### src/hw/rtl/tspfa_pkg.sv
// Shared types and constants of the two-size page frame allocator.
package tspfa_pkg;

    localparam int ADDR_W        = 32;

    localparam int PAGE_SLOTS    = 32768;
    localparam int SUPER_SLOTS   = 64;
    localparam int PAGE_SHIFT    = 12;
    localparam int SUPER_SHIFT   = 21;

    localparam int PAGE_FRAME_W  = ADDR_W - PAGE_SHIFT;
    localparam int SUPER_FRAME_W = ADDR_W - SUPER_SHIFT;
    localparam int FRAME_W       = (PAGE_FRAME_W > SUPER_FRAME_W) ? PAGE_FRAME_W
                                                                  : SUPER_FRAME_W;

    localparam int PAGE_IDX_W    = ($clog2(PAGE_SLOTS) > 0) ? $clog2(PAGE_SLOTS) : 1;
    localparam int SUPER_IDX_W   = ($clog2(SUPER_SLOTS) > 0) ? $clog2(SUPER_SLOTS) : 1;
    localparam int PAGE_CNT_W    = $clog2(PAGE_SLOTS + 1);
    localparam int SUPER_CNT_W   = $clog2(SUPER_SLOTS + 1);

    // decoupling queue; depth must stay a power of two so the pointers wrap
    localparam int Q_DEPTH       = 2;
    localparam int Q_PTR_W       = ($clog2(Q_DEPTH) > 0) ? $clog2(Q_DEPTH) : 1;
    localparam int Q_CNT_W       = $clog2(Q_DEPTH + 1);

    localparam int CMD_W         = 2;
    localparam int STATUS_W      = 2;
    localparam int CFG_IDX_W     = 2;

    localparam logic [CMD_W-1:0] CMD_FREE_PAGE   = 2'd0;
    localparam logic [CMD_W-1:0] CMD_FREE_SUPER  = 2'd1;
    localparam logic [CMD_W-1:0] CMD_ALLOC_PAGE  = 2'd2;
    localparam logic [CMD_W-1:0] CMD_ALLOC_SUPER = 2'd3;

    localparam logic [STATUS_W-1:0] ST_OK      = 2'd0;
    localparam logic [STATUS_W-1:0] ST_EMPTY   = 2'd1;
    localparam logic [STATUS_W-1:0] ST_BADADDR = 2'd2;
    localparam logic [STATUS_W-1:0] ST_FULL    = 2'd3;

    localparam logic [CFG_IDX_W-1:0] CFG_KERNEL_END  = 2'd0;
    localparam logic [CFG_IDX_W-1:0] CFG_PHYS_TOP    = 2'd1;
    localparam logic [CFG_IDX_W-1:0] CFG_SUPER_START = 2'd2;

    localparam logic [ADDR_W-1:0] KERNEL_END_RST  = 32'h8000_0000;
    localparam logic [ADDR_W-1:0] PHYS_TOP_RST    = 32'h8800_0000;
    localparam logic [ADDR_W-1:0] SUPER_START_RST = 32'h8600_0000;

    typedef enum logic [2:0] {
        OP_PUSH_PAGE,
        OP_PUSH_SUPER,
        OP_POP_PAGE,
        OP_POP_SUPER,
        OP_BAD
    } t_op_kind;

    typedef struct packed {
        t_op_kind             kind;
        logic [FRAME_W-1:0]   frame;
    } t_op;

    typedef enum logic [0:0] {
        BK_IDLE,
        BK_READ
    } t_back_state;

endpackage

### src/hw/rtl/tspfa_queue.sv
// Short FIFO of decoded operations between front and back end.
module tspfa_queue
    import tspfa_pkg::*;
(
    input  logic i_clk,
    input  logic i_rst_n,
    input  logic i_push,
    input  t_op  i_op,
    output logic o_full,
    input  logic i_pop,
    output logic o_valid,
    output t_op  o_op
);

    t_op                r_slot [Q_DEPTH];
    logic [Q_PTR_W-1:0] r_wr_ptr;
    logic [Q_PTR_W-1:0] r_rd_ptr;
    logic [Q_CNT_W-1:0] r_cnt;

    always_ff @(posedge i_clk) begin
        if (i_push) begin
            r_slot[r_wr_ptr] <= i_op;
        end
    end

    always_ff @(posedge i_clk) begin
        if (!i_rst_n) begin
            r_wr_ptr <= '0;
            r_rd_ptr <= '0;
            r_cnt    <= '0;
        end else begin
            if (i_push) begin
                r_wr_ptr <= r_wr_ptr + 1'b1;
            end
            if (i_pop) begin
                r_rd_ptr <= r_rd_ptr + 1'b1;
            end
            if (i_push && !i_pop) begin
                r_cnt <= r_cnt + 1'b1;
            end else if (i_pop && !i_push) begin
                r_cnt <= r_cnt - 1'b1;
            end
        end
    end

    assign o_full  = (r_cnt == Q_CNT_W'(Q_DEPTH));
    assign o_valid = (r_cnt != '0);
    assign o_op    = r_slot[r_rd_ptr];

endmodule

### config.mk
export PLATFORM = sky130hd
export DESIGN_NAME = tspfa_queue
export DESIGN_NICKNAME = d
export VERILOG_FILES = /design/src/hw/rtl/tspfa_pkg.sv /design/src/hw/rtl/tspfa_queue.sv
export SDC_FILE = /design/constraint.sdc
export NUM_CORES = 1
export LEC_CHECK = 0
export BUFFER_PORTS_ARGS = -buffer_cell sky130_fd_sc_hd__buf_2
export CAP_MARGIN = 20
export CELL_PAD_IN_SITES_DETAIL_PLACEMENT = 2
export CELL_PAD_IN_SITES_GLOBAL_PLACEMENT = 2
export CORE_MARGIN = 2
export CORE_UTILIZATION = 38
export CTS_BUF_LIST = sky130_fd_sc_hd__clkbuf_8
export DETAILED_ROUTE_END_ITERATION = 8
export HOLD_SLACK_MARGIN = 0.05
export PLACE_DENSITY = 0.77
export SYNTH_ARGS = -nofsm -noshare
export SYNTH_HDL_FRONTEND = slang
export SYNTH_SLANG_ARGS = --single-unit
### constraint.sdc
create_clock -name i_clk -period 2.2 [get_ports i_clk]
set_clock_uncertainty 0.05 [all_clocks]
set_input_delay 0.33 -clock i_clk [delete_from_list [all_inputs] [get_ports i_clk]]
set_output_delay 0.33 -clock i_clk [all_outputs]
set_load 0.005 [all_outputs]
==> metrics.txt, run 1 <==
Final nets=182; Final WS setup=~0.46 ns; CTS tree=built; combinational share of power=11.5%; Yosys top cell area share=73.6%; number of synthesized flops with an enable pin=46; number of global-route vias before repair=1150; Setup Buffers After CTS=0; CTS buffer count=5; worst reg-to-reg path cell count=2; Max Freq=575 MHz; DRC viols=0; Gate Count Post-Synth=just over 90; run status=completed; First-pass DRT Iterations=3; area delta synth->final=24.9%; most frequent cell after synthesis=edfxtp_1; Sw Share=20.5%; Final GP Congestion=about 0.69; Port Buf Inserts=51; placed insts=214; die height=74.3 µm; I/O pin count=52; diode count=0; worst-margin pin slew=between 0.3 and 0.4 ns; Placed Area=2240 µm²; Die W=74.3 µm; area leader, netlist=edfxtp_1; dpl hpwl=roughly 2800 µm; row cnt=25; antenna-violating nets left=0; sequential share of the synthesized area=roughly four fifths; clock transition at the registers of the reported paths=0.09 ns; hold_buf cts=0; H-tree Lvls=2; Hold Path Class=in -> reg; Sink Count=a little over 50; CP max FO=12; Peak supply drop=0.000293 V; Syn Area/Cell=20.2 µm²; count of cell types in the netlist=16; Initial Util=39.5%; setup TNS=0 ns; Final Instance Area=about 2300 µm²; Clock Latency Late Sink=0.29 ns; Worst R2R Start=r_wr_ptr; final hold vios=0; Final Non-Filler Cells=221; core area=4750 µm²; final setup violation count=0; max_cap viols=0; Area contributors post-synth=edfxtp_1 (74%), mux2_2 (14%), dfxtp_1 (5.3%), and2_1 (1.3%), xor2_1 (0.93%); critical path endpoint category=output port; filler cell count in the final layout=between 400 and 500; Net Count, Synth=between 100 and 150; Critical path destination=o_op[22]; crit path launch type=flip-flop; NetSw=roughly 400 µW; die area=about 5500 µm²; synthesized cell area=roughly 1900 µm²; Pwr per Cell Area=around 840 nW/µm²; CTS resizes=0; Yosys reg bits=a little over 50; RR Endpoint=r_slot[0][5]; first-pass GRT wire length=slightly below 6000 µm; WL final=about 3800 µm; number of synthesis warnings=0; Critical Path RT=between 1.5 and 2 ns; via count=slightly above 1000; Synth top cells by count=edfxtp_1 (46), mux2_2 (23), dfxtp_1 (5), and2_1 (4); Overflow after GRT=0; initial antenna violation count=0; layout cells sized above 1=a little under three fifths; crit path time final=roughly 1.7 ns; Critical Path AT=between 1 and 1.5 ns; clk buf depth=2; largest net degree at the start of global routing=24; Reg2Reg Setup Slack=1.03 ns; Vias/cell=4.58; drt wl/cell=roughly 17 µm; Top FF cell, synth=edfxtp_1; post-route clock period utilization=between 70% and 80%; Root Driver=clkbuf_8; Post-synth ARST share=0%; CP Class=reg -> out; P_leak=around 0.9 nW; internal power component=around 1.6 mW; Place WS=~0.77 ns; 1st-iter DRT viols=~70; sequential power share=57.6%; max_slew headroom=between 70% and 80%; Slew Limit Fails=0; unrepaired setup endpoints after global routing=no; gr usage total=between 10% and 20%; Clock power frac=a little over 30%
flip-flops by register name (all words and copies together), names as in the netlist, named ones only:
signal,cells
r_rd_ptr,1
r_wr_ptr,1
r_slot,46
r_cnt,2
through the flow:
| step | hold slack [ns] | util (%) | power (mW) |
|---|---|---|---|
| finish | 0.167 | 49.3 | 1.97 |
| global route | 0.155 | 49.3 | 2.05 |
| CTS | 0.158 | 49.3 | 2.00 |
| detailed placement | 0.464 | 47.1 | 1.39 |
| global placement | 0.432 | 47.1 | 1.37 |
| floorplan | 0.379 | - | 1.27 |
logic make-up (layout without fill, tap and decap cells):
| logic type | count (synthesis) | count (layout) | synth area share (%) |
|---|---|---|---|
| DFF | 51 | 51 | 78.9 |
| muxes | 23 | 23 | 13.8 |
| and+or+nand+nor | 9 | 9 | 3.13 |
| AOI/OAI and AO/OA | 3 | 3 | 1.07 |
| xor gates and xnor gates | 3 | 3 | 1.40 |
| buffers and inverters | 3 | 64 | 1.00 |
| adders and majority gates | 1 | 1 | 0.667 |
cell usage in the layout, fill, tap and decap left out, drive strengths merged:
| master | netlist | routed |
|---|---|---|
| ha | 1 | 1 |
| edfxtp | 46 | 46 |
| inv | 1 | 2 |
| o21ai | 1 | 1 |
| clkbuf | 0 | 5 |
| nor2b | 2 | 2 |
| or2 | 1 | 1 |
| and2 | 4 | 4 |
| dfxtp | 5 | 5 |
| o21a | 1 | 1 |
| or3 | 1 | 1 |
| a21boi | 1 | 1 |
| xor2 | 2 | 2 |
| buf | 2 | 56 |
| xnor2 | 1 | 1 |
| mux2 | 23 | 23 |
| and2b | 1 | 1 |
| bufinv | 0 | 1 |
critical path: stages, from the launching register on:
cell and delay, ns:
dfxtp_1 0.33, buf_4 0.22, mux2_2 0.38, buf_2 0.14
metal layers:
metal | share of wire (%) | GRT usage, %
met5 | 0 | 0
met4 | 1.6 | 5.36
met3 | 5.3 | 4.74
met2 | 57 | 27.7
met1 | 36 | 16.7
power groups by stage:
stage | Sequential (mW) | Clock (mW) | Combinational (mW)
final | 1.13 | 0.608 | 0.226
after CTS | 1.13 | 0.633 | 0.234
after detailed placement | 1.16 | 0 | 0.230
after floorplan | 1.15 | 0 | 0.118
after global placement | 1.15 | 0 | 0.216
after global routing | 1.14 | 0.659 | 0.249
area by class of cell:
type	count	area (µm²)	share of cell area (%)
timing repair buffer	56	293	12.5
multi-input combinational	39	379	16.2
inverter	1	3.75	0.160
sequential	51	1480	63.2
clock inverter	2	33.8	1.44
tap	67	83.8	3.58
clock buffer	5	68.8	2.94
how the worst min path moves through the flow:
| stage | from | to | slack, ns | depth (start not counted) |
|---|---|---|---|---|
| 4_1_cts | i_op[8] | r_slot[0][8] | 0.16 | 1 |
| 5_1_grt | i_op[8] | r_slot[1][8] | 0.15 | 1 |
| 2_1_floorplan | i_op[0] | r_slot[0][0] | 0.38 | 0 |
| 3_5_place_dp | r_cnt[1] | r_cnt[1] | 0.46 | 2 |
| 3_3_place_gp | r_cnt[1] | r_cnt[1] | 0.43 | 2 |
| 6_report | i_op[19] | r_slot[1][19] | 0.17 | 1 |
Power figures use the tool's default switching activity.
==> run 2: changes to the inputs <==
--- a/config.mk
+++ b/config.mk
@@ -10,11 +10,11 @@
 export CELL_PAD_IN_SITES_DETAIL_PLACEMENT = 2
 export CELL_PAD_IN_SITES_GLOBAL_PLACEMENT = 2
 export CORE_MARGIN = 2
-export CORE_UTILIZATION = 38
+export CORE_UTILIZATION = 34
 export CTS_BUF_LIST = sky130_fd_sc_hd__clkbuf_8
 export DETAILED_ROUTE_END_ITERATION = 8
 export HOLD_SLACK_MARGIN = 0.05
-export PLACE_DENSITY = 0.77
+export PLACE_DENSITY = 0.73
 export SYNTH_ARGS = -nofsm -noshare
 export SYNTH_HDL_FRONTEND = slang
 export SYNTH_SLANG_ARGS = --single-unit
==> constraint.sdc (replaced) <==
create_clock -name i_clk -period 1.6 [get_ports i_clk]
set_clock_uncertainty 0.05 [all_clocks]
set_input_delay 0.24 -clock i_clk [delete_from_list [all_inputs] [get_ports i_clk]]
set_output_delay 0.24 -clock i_clk [all_outputs]
set_load 0.005 [all_outputs]
==> metrics.txt, run 2 (same netlist as run 1, synthesis figures left out) <==
Sink Count=51; Root Driver=clkbuf_8; 1st-iter DRT viols=27; gr usage total=between 10% and 20%; Pwr per Cell Area=roughly 1000 nW/µm²; core area=approximately 5400 µm²; Pwr Total=around 2.8 mW; Final GP Congestion=0.661; Clock Latency Late Sink=~0.30 ns; Slew Limit Fails=0; internal power component=roughly 2.1 mW; hold endpoint=r_slot[1][14]; top flop regs=r_slot (46), r_cnt (2); Final Hold Slack=0.0677 ns; antenna-violating nets left=0; critical path endpoint category=output port; Critical Path AT=around 1.4 ns; die area=~6100 µm²; Reg2Reg Setup Slack=0.40 ns; Largest register FFs=between 40 and 50; worst reg-to-reg path cell count=2; Overflow after GRT=0; max_slew headroom=78.3%; post-route clock period utilization=102%; combinational share of power=16.9%; Sw Share=22.9%; CP Class=reg -> out; Hold Path Depth=1; clk buf depth=2; Initial Util=around a third; crit path time final=around 1.6 ns; Crit-path slowest cell=dfxtp_4; unrepaired setup endpoints after global routing=yes; worst-margin pin slew=~0.32 ns; P_leak=between 1 and 1.5 nW; Final WS setup=-0.0372 ns; largest net degree at the start of global routing=21; Setup Buffers After CTS=0; Biggest register=r_slot; Vias/cell=4.59; sequential power share=a little under three fifths; run status=finished with violations; CP max FO=5; critical path's largest stage delay=approximately 0.43 ns; min-delay src=i_op[14]; max_cap viols=0; Final nets=around 190; worst-path cell chain=buf_6 -> mux2_2 -> buf_2; Max Freq=roughly 600 MHz; die height=about 78 µm; DRC viols=0; First-pass DRT Iterations=3; Hold Path Class=in -> reg; clock transition at the registers of the reported paths=about 0.090 ns; first-pass GRT wire length=5750 µm; Worst R2R Start=r_wr_ptr; via count=1056; drt wl/cell=approximately 19 µm; most frequent cells in the layout=edfxtp_1 (46), buf_2 (30), buf_6 (23); commonest non-fill, non-tap cell in the layout=edfxtp_1; layout cells sized above 1=59.5%; I/O pin count=52; Peak supply drop=between 0.0004 and 0.0005 V; failing checks=negative setup slack; hold_buf cts=0; dpl hpwl=between 2000 and 3000 µm; row cnt=27; final hold vios=0; area delta synth->final=40.7%; Clock power frac=a little over a quarter; CTS tree=built; CTS buffer count=5; H-tree Lvls=2; number of global-route vias before repair=around 1200; final setup violation count=12; crit path launch type=flip-flop; RR Endpoint=r_slot[0][7]; WL final=around 4400 µm; Die W=~78 µm; initial antenna violation count=0; diode count=0; Port Buf Inserts=51; NetSw=roughly 630 µW; Critical Path RT=~1.3 ns
==> run 2: area by class of cell <==
type                       count  area (µm²)
sequential                    51        1490
fill                         498        2770
multi-input combinational     39         458
inverter                       1        3.75
tap                           72        90.1
timing repair buffer          59         514
clock inverter                 3        20.0
clock buffer                   5        68.8
==> run 2: routing by layer <==
| layer | track usage [%] | part of all wire (%) |
|---|---|---|
| met1 | 13.3 | 39 |
| met2 | 23.2 | 54 |
| met3 | 5.29 | 6.3 |
| met4 | 3.16 | 0.48 |
| met5 | 0 | 0 |
==> run 2: power groups by stage <==
stage                     Clock [mW]  Sequential (mW)  Combinational, mW
after floorplan                    0             1.58              0.162
after global placement             0             1.58              0.308
after detailed placement           0             1.59              0.323
after CTS                      0.748             1.56              0.326
after global routing           0.800             1.58              0.501
final                          0.727             1.57              0.469
==> run 2: how the worst max path moves through the flow <==
stage | start | endpoint | slack [ns] | depth (start not counted)
3_5_place_dp | flip-flop | o_op[2] | 0.26 | 3
3_3_place_gp | flip-flop | o_op[20] | 0.30 | 3
2_1_floorplan | r_wr_ptr | r_slot[0][0] | 0.20 | 1
6_report | flip-flop | o_op[15] | -0.04 | 3
4_1_cts | flip-flop | o_op[20] | -0.03 | 3
5_1_grt | flip-flop | o_op[15] | -0.08 | 3
==> run 2: timing repair <==
item                                    in CTS  in global routing
cloned                                       0                  3
endpoints found under the setup margin      23                 23
gates resized for setup                      1                 44
==> run 2: through the flow <==
stage          setup WS (ns)  util, %  area [µm²]  std cells  TNS, ns
2_1_floorplan          0.197        -        1880         93        0
3_3_place_gp           0.300     42.0        2270        219        0
3_5_place_dp           0.262     42.0        2270        219        0
4_1_cts              -0.0348     43.7        2360        227   -0.417
5_1_grt              -0.0850     48.8        2640        230    -1.17
6_report             -0.0372     48.8        2640        230   -0.238
==> run 2: worst max-delay path: cells and delay by family (launching register included) <==
family / cells / cell delay [ns]
flip-flops: 1 / 0.43
multiplexers: 1 / 0.34
buffers and inverters: 2 / 0.28
